## src/hw/rtl/sri_pkg.sv

```systemverilog
// shared widths and types for the segment versus rectangle intersection pipeline
package sri_pkg;

    localparam int CB         = 16;
    localparam int LEN_W      = CB - 1;
    localparam int E_W        = CB + 1;
    localparam int D_W        = CB + 1;
    localparam int A_W        = CB + 2;
    localparam int MAG_W      = CB + 1;
    localparam int PROD_W     = 2 * MAG_W;
    localparam int QB         = CB + 2;
    localparam int REM_W      = CB + 1;
    localparam int STEPS      = 2;
    localparam int DIV_STAGES = (QB + STEPS - 1) / STEPS;
    localparam int V_W        = QB + 3;
    localparam int LAT        = 2 + DIV_STAGES;
    localparam int NUM_EDGES  = 4;

    localparam int EDGE_RIGHT = 0;
    localparam int EDGE_LOW   = 1;
    localparam int EDGE_LEFT  = 2;
    localparam int EDGE_HIGH  = 3;

    typedef struct packed {
        logic                    ok;
        logic                    negp;
        logic                    negd;
        logic signed [CB-1:0]    v1;
        logic signed [CB-1:0]    lo;
        logic [LEN_W-1:0]        len;
        logic [CB-1:0]           e;
    } t_side;

endpackage

```

## src/hw/rtl/sri_lane.sv

```systemverilog
// one edge test: range check, product, pipelined long division, final bound check
module sri_lane (
    input  logic                               i_clk,
    input  logic                               i_en,
    input  logic signed [sri_pkg::CB-1:0]      i_u1,
    input  logic signed [sri_pkg::CB-1:0]      i_v1,
    input  logic signed [sri_pkg::CB-1:0]      i_u2,
    input  logic signed [sri_pkg::CB-1:0]      i_v2,
    input  logic signed [sri_pkg::E_W-1:0]     i_e,
    input  logic signed [sri_pkg::CB-1:0]      i_lo,
    input  logic [sri_pkg::LEN_W-1:0]          i_len,
    output logic                               o_hit,
    output logic signed [sri_pkg::CB-1:0]      o_hv,
    output logic [sri_pkg::CB-1:0]             o_e
);

    localparam int QB    = sri_pkg::QB;
    localparam int REM_W = sri_pkg::REM_W;
    localparam int MAG_W = sri_pkg::MAG_W;
    localparam int NS    = sri_pkg::DIV_STAGES;

    // range check stage
    logic signed [sri_pkg::D_W-1:0] du, dv;
    logic signed [sri_pkg::A_W-1:0] a, du_a;
    logic                           a_in;
    sri_pkg::t_side                 n_side1;
    logic [MAG_W-1:0]               n_ma, n_mdv, n_mdu;

    always_comb begin
        du   = sri_pkg::D_W'(i_u2) - sri_pkg::D_W'(i_u1);
        dv   = sri_pkg::D_W'(i_v2) - sri_pkg::D_W'(i_v1);
        a    = sri_pkg::A_W'(i_e) - sri_pkg::A_W'(i_u1);
        du_a = sri_pkg::A_W'(du);
        if (!du[sri_pkg::D_W-1]) begin
            a_in = !a[sri_pkg::A_W-1] && (a <= du_a);
        end else begin
            a_in = (a <= 0) && (a >= du_a);
        end
        n_side1.ok   = (i_len != '0) && (du != '0) && a_in;
        n_side1.negp = a[sri_pkg::A_W-1] != dv[sri_pkg::D_W-1];
        n_side1.negd = du[sri_pkg::D_W-1];
        n_side1.v1   = i_v1;
        n_side1.lo   = i_lo;
        n_side1.len  = i_len;
        n_side1.e    = i_e[sri_pkg::CB-1:0];
        n_ma  = a[sri_pkg::A_W-1] ? MAG_W'(-a) : MAG_W'(a);
        n_mdv = dv[sri_pkg::D_W-1] ? MAG_W'(-dv) : MAG_W'(dv);
        n_mdu = du[sri_pkg::D_W-1] ? MAG_W'(-du) : MAG_W'(du);
    end

    sri_pkg::t_side                 r_side1, r_side2;
    logic [MAG_W-1:0]               r_ma, r_mdv, r_mdu, r_mdu2;
    logic [sri_pkg::PROD_W-1:0]     r_prod;

    always_ff @(posedge i_clk) begin
        if (i_en) begin
            r_side1 <= n_side1;
            r_ma    <= n_ma;
            r_mdv   <= n_mdv;
            r_mdu   <= n_mdu;
            r_side2 <= r_side1;
            r_mdu2  <= r_mdu;
            r_prod  <= sri_pkg::PROD_W'(r_ma) * sri_pkg::PROD_W'(r_mdv);
        end
    end

    // division stages
    sri_pkg::t_side   r_side [NS];
    logic [MAG_W-1:0] r_d    [NS];
    logic [REM_W-1:0] r_rem  [NS];
    logic [QB-1:0]    r_num  [NS];
    logic [QB-1:0]    r_q    [NS];

    for (genvar s = 0; s < NS; s++) begin : g_div
        sri_pkg::t_side   side_in;
        logic [MAG_W-1:0] d_in;
        logic [REM_W-1:0] rem_in;
        logic [QB-1:0]    num_in, q_in;
        logic [REM_W-1:0] n_rem;
        logic [QB-1:0]    n_num, n_q;
        logic [REM_W:0]   t;

        if (s == 0) begin : g_first
            assign side_in = r_side2;
            assign d_in    = r_mdu2;
            assign rem_in  = REM_W'(r_prod[sri_pkg::PROD_W-1:QB]);
            assign num_in  = r_prod[QB-1:0];
            assign q_in    = '0;
        end else begin : g_next
            assign side_in = r_side[s-1];
            assign d_in    = r_d[s-1];
            assign rem_in  = r_rem[s-1];
            assign num_in  = r_num[s-1];
            assign q_in    = r_q[s-1];
        end

        always_comb begin
            n_rem = rem_in;
            n_num = num_in;
            n_q   = q_in;
            t     = '0;
            for (int k = 0; k < sri_pkg::STEPS; k++) begin
                if (s * sri_pkg::STEPS + k < QB) begin
                    t     = {n_rem, n_num[QB-1]};
                    n_num = {n_num[QB-2:0], 1'b0};
                    if (t >= (REM_W+1)'(d_in)) begin
                        t   = t - (REM_W+1)'(d_in);
                        n_q = {n_q[QB-2:0], 1'b1};
                    end else begin
                        n_q = {n_q[QB-2:0], 1'b0};
                    end
                    n_rem = t[REM_W-1:0];
                end
            end
        end

        always_ff @(posedge i_clk) begin
            if (i_en) begin
                r_side[s] <= side_in;
                r_d[s]    <= d_in;
                r_rem[s]  <= n_rem;
                r_num[s]  <= n_num;
                r_q[s]    <= n_q;
            end
        end
    end

    // sign, offset and bound check
    sri_pkg::t_side                 fs;
    logic signed [sri_pkg::V_W-1:0] q, v, hv, len_v;
    logic                           negq, fz, fp, ok_lo, ok_hi;

    always_comb begin
        fs    = r_side[NS-1];
        negq  = fs.negp != fs.negd;
        q     = negq ? -$signed(sri_pkg::V_W'(r_q[NS-1])) : $signed(sri_pkg::V_W'(r_q[NS-1]));
        fz    = r_rem[NS-1] == '0;
        fp    = !fz && (fs.negp == fs.negd);
        hv    = sri_pkg::V_W'(fs.v1) + q;
        v     = hv - sri_pkg::V_W'(fs.lo);
        len_v = $signed(sri_pkg::V_W'(fs.len));
        ok_lo = (v >= 1) || (v == 0 && (fz || fp));
        ok_hi = (v <= len_v - 1) || (v == len_v && !fp);
        o_hit = fs.ok && ok_lo && ok_hi;
        o_hv  = hv[sri_pkg::CB-1:0];
        o_e   = fs.e;
    end

endmodule

```

## config.mk

```make
export PLATFORM = sky130hd
export DESIGN_NAME = sri_lane
export DESIGN_NICKNAME = d
export VERILOG_FILES = /design/src/hw/rtl/sri_pkg.sv /design/src/hw/rtl/sri_lane.sv
export SDC_FILE = /design/constraint.sdc
export NUM_CORES = 2
export LEC_CHECK = 0
export BUFFER_PORTS_ARGS = -buffer_cell sky130_fd_sc_hd__buf_4
export CELL_PAD_IN_SITES_DETAIL_PLACEMENT = 1
export CELL_PAD_IN_SITES_GLOBAL_PLACEMENT = 2
export CORE_ASPECT_RATIO = 1.2
export CORE_MARGIN = 2
export CORE_UTILIZATION = 45
export DETAILED_ROUTE_END_ITERATION = 7
export GPL_TIMING_DRIVEN = 0
export PLACE_DENSITY = 0.89
export SYNTH_ARGS = -nofsm -noshare
export SYNTH_HDL_FRONTEND = slang
export SYNTH_SLANG_ARGS = --single-unit
```

## constraint.sdc

```tcl
create_clock -name i_clk -period 9.59 [get_ports i_clk]
set_input_delay 1.4385 -clock i_clk [delete_from_list [all_inputs] [get_ports i_clk]]
set_output_delay 1.4385 -clock i_clk [all_outputs]
set_load 0.02 [all_outputs]
```

==> reports/metrics.yaml <==
drv_slew: 0
port_buffers: 146
gp_congestion: 0.881
place_ws_ns: -0.460
yosysWarningCount: 0
slowest_stage: "or4b_2"
arrival_ns: 7.84
worstSetupStartpointType: "flip-flop"
worst_slack_ns: 0.313
fin_nets: 7046
violations: "capacitance limit"
grt_max_degree: 194
fillerInstances: 16500
synth_cell_type_count: 98
synthArstFlopShare: 0
cts.htree.levels: 4
fin_skew_ns: 0.0369
synthMuxAreaShare: 0.0384
drc: 0
period_minus_slack_ns: 9.28
crit_type: "reg -> out"
yosysMostFrequentCell: "edfxtp_1"
ys_seq_elements: 1279
hp-class: "reg -> reg"
cts_buffers: 134
clk_pin_slew_ns: 0.07
cp-end-kind: "primary output"
yosysTopAreaCell: "edfxtp_1"
track_usage: 0.220
overflow: 0
max_freq_mhz: 108
slew_headroom: 0.0178
avgViaCountPerCell: 5.49
syn_avg_cell_area_sq_um: 12.4
ys.flop_type: "edfxtp_1"
die_w_um: 371
path_max_fanout: 10
synth_compound_area_frac: 0.0927
synth_top_family_by_area: "adder cells"
drtAntennaViolNets: 0
synth-edff-count: 1279
slowest_delay_ns: 0.65
dr.pass1.iters: 5
postCtsHoldBufs: 0
drt-wirelength-per-cell_um: 21.6
yosys-top-cells-area: "edfxtp_1 (53%), ha_1 (9.4%), fa_1 (6.8%), inv_1 (3.3%), mux2_2 (3.1%)"
grt_pass1_wl_mm: 282
clock_path_buffers: 3
initial_core_util: 0.453
root_buffer: "clkbuf_16"
clock_latency_ns: 0.79
drv_cap: 1
synth_top_area_frac: 0.528
status: "complete, but fails checks"
num_rows: 161
wirelength_mm: 181
crit_top_cell: "a21oi_1"
drive_gt1_frac: 0.111
synthSimpleGateAreaFrac: 0.0909
cp_data_required_time_ns: 8.15
core_sq_um: 161000
cts_tree: "yes"
seq_area_frac_synth: 0.528
hold_viol: 0
worst_slew_pin_slew_ns: 1.45
netlist_top_cells_count: "edfxtp_1 (1279), inv_1 (642), ha_1 (545)"
syn2layout_area_growth_pct: 11.7
cts_sinks: 1279
grt_pass1_vias: 50800
drtIter0Drc: 2565
post-route-period-util: 0.967
synthAdderAreaFrac: 0.162
synth_nets: 6754
synthCells: 5848
finalSetupViolCount: 0
dp_hpwl_mm: 133
die_y_um: 444
synth_xor_area_frac: 0.0471
dr_total_vias: 45900
rsz0062_at_grt: "no"
netlist_area_sq_um: 72800
die-area_sq_um: 165000
antenna_found_initial: 1
io_pins: 147
==> layout by cell type (no fill, tap or decap), types with 35 or more instances in the layout <==
cell type / count
edfxtp_1: 1279
inv_1: 642
ha_1: 541
nand2_1: 378
nor2_1: 307
a21oi_1: 293
xnor2_1: 254
fa_1: 247
mux2_2: 203
o21ai_0: 199
buf_4: 169
a21o_1: 144
clkbuf_16: 135
xor2_1: 133
nor3_1: 104
clkbuf_1: 102
and2_1: 102
nand4_1: 70
nor2b_1: 66
nand2b_1: 62
nand3_1: 58
o21a_1: 52
a31oi_1: 39
nor4_1: 35
==> metrics by stage <==
stage / hold WS [ns] / utilization / setup TNS, ns / cell area [sq um] / instances
after CTS: 0.391 / 0.506 / 0 / 81200 / 8360
after global routing: 0.399 / 0.506 / 0 / 81300 / 8362
after floorplan: 0.400 / - / 0 / 72800 / 5848
final: 0.392 / 0.506 / 0 / 81300 / 8364
after global placement: 0.400 / 0.476 / -4295.37 / 76500 / 8113
after detailed placement: 0.405 / 0.478 / -0.460 / 76700 / 8120
==> flip-flops by register name, indices dropped and copies added (netlist names) <==
name,cells
r_side1,66
r_rem,153
r_mdu,17
r_ma,17
r_q,90
r_d,136
r_num,72
r_side,594
r_prod,34
r_mdv,17
g_div.side_in,66
g_div.d_in,17
==> critical path: cells and delay by family, from the launching register on <==
| family | cells | cell delay, ns |
|---|---|---|
| adders and majority gates | 3 | 1.06 |
| and+or+nand+nor | 7 | 1.56 |
| xor gates and xnor gates | 2 | 0.54 |
| buffers and inverters | 3 | 0.69 |
| DFF | 1 | 0.45 |
| AOI/OAI and AO/OA | 14 | 2.76 |
==> cell families (layout without fill, tap and decap cells) <==
| logic type | after synthesis | after routing |
|---|---|---|
| other | 0 | 2 |
| buffers and inverters | 767 | 1162 |
| AOI/OAI and AO/OA | 1029 | 1029 |
| DFF | 1279 | 1279 |
| adders and majority gates | 792 | 792 |
| and+or+nand+nor | 1342 | 1342 |
| muxes | 248 | 248 |
| xor gates and xnor gates | 391 | 391 |
==> worst paths after layout <==
kind	slack [ns]	start	endpoint	depth (start not counted)
max	0.31	r_side[0][592]	o_hit	29
min	0.39	r_side[0][432]	r_side[0][498]	0
max reg2reg	0.91	r_mdv[7]	r_prod[33]	22
min reg2reg	0.39	r_side[0][432]	r_side[0][498]	0
==> routing by layer <==
layer / GRT usage / wire [um] / up-vias
li1: - / - / 21600
met1: 0.235 / 67400 / 22900
met2: 0.422 / 98400 / 970
met3: 0.0270 / 5800 / 413
met4: 0.104 / 8940 / 2
met5: 0 / 8 / -
==> cell type report <==
cell class              instances  area [sq um]  area share
flip-flops and latches       1279         38400       0.472
multi-input cells            3802         31500       0.387
clock buffers                 162          3480      0.0428
well taps                    2119          2650      0.0326
inverters                     644          2420      0.0297
repair buffers                158          1350      0.0166
clock inverters                77           928      0.0114
plain buffers                 121           589     0.00725
diodes                          2          5.00   0.0000616
==> repair_timing <==
action,in CTS,in global routing
setup buffers,3,2
pin swaps,4,1
gates cloned,0,0
resized for setup,18,11
endpoints found under the setup margin,1,1
Power is not shown: default switching activity piles up to over one toggle a cycle in this logic, so the estimate is an artifact.
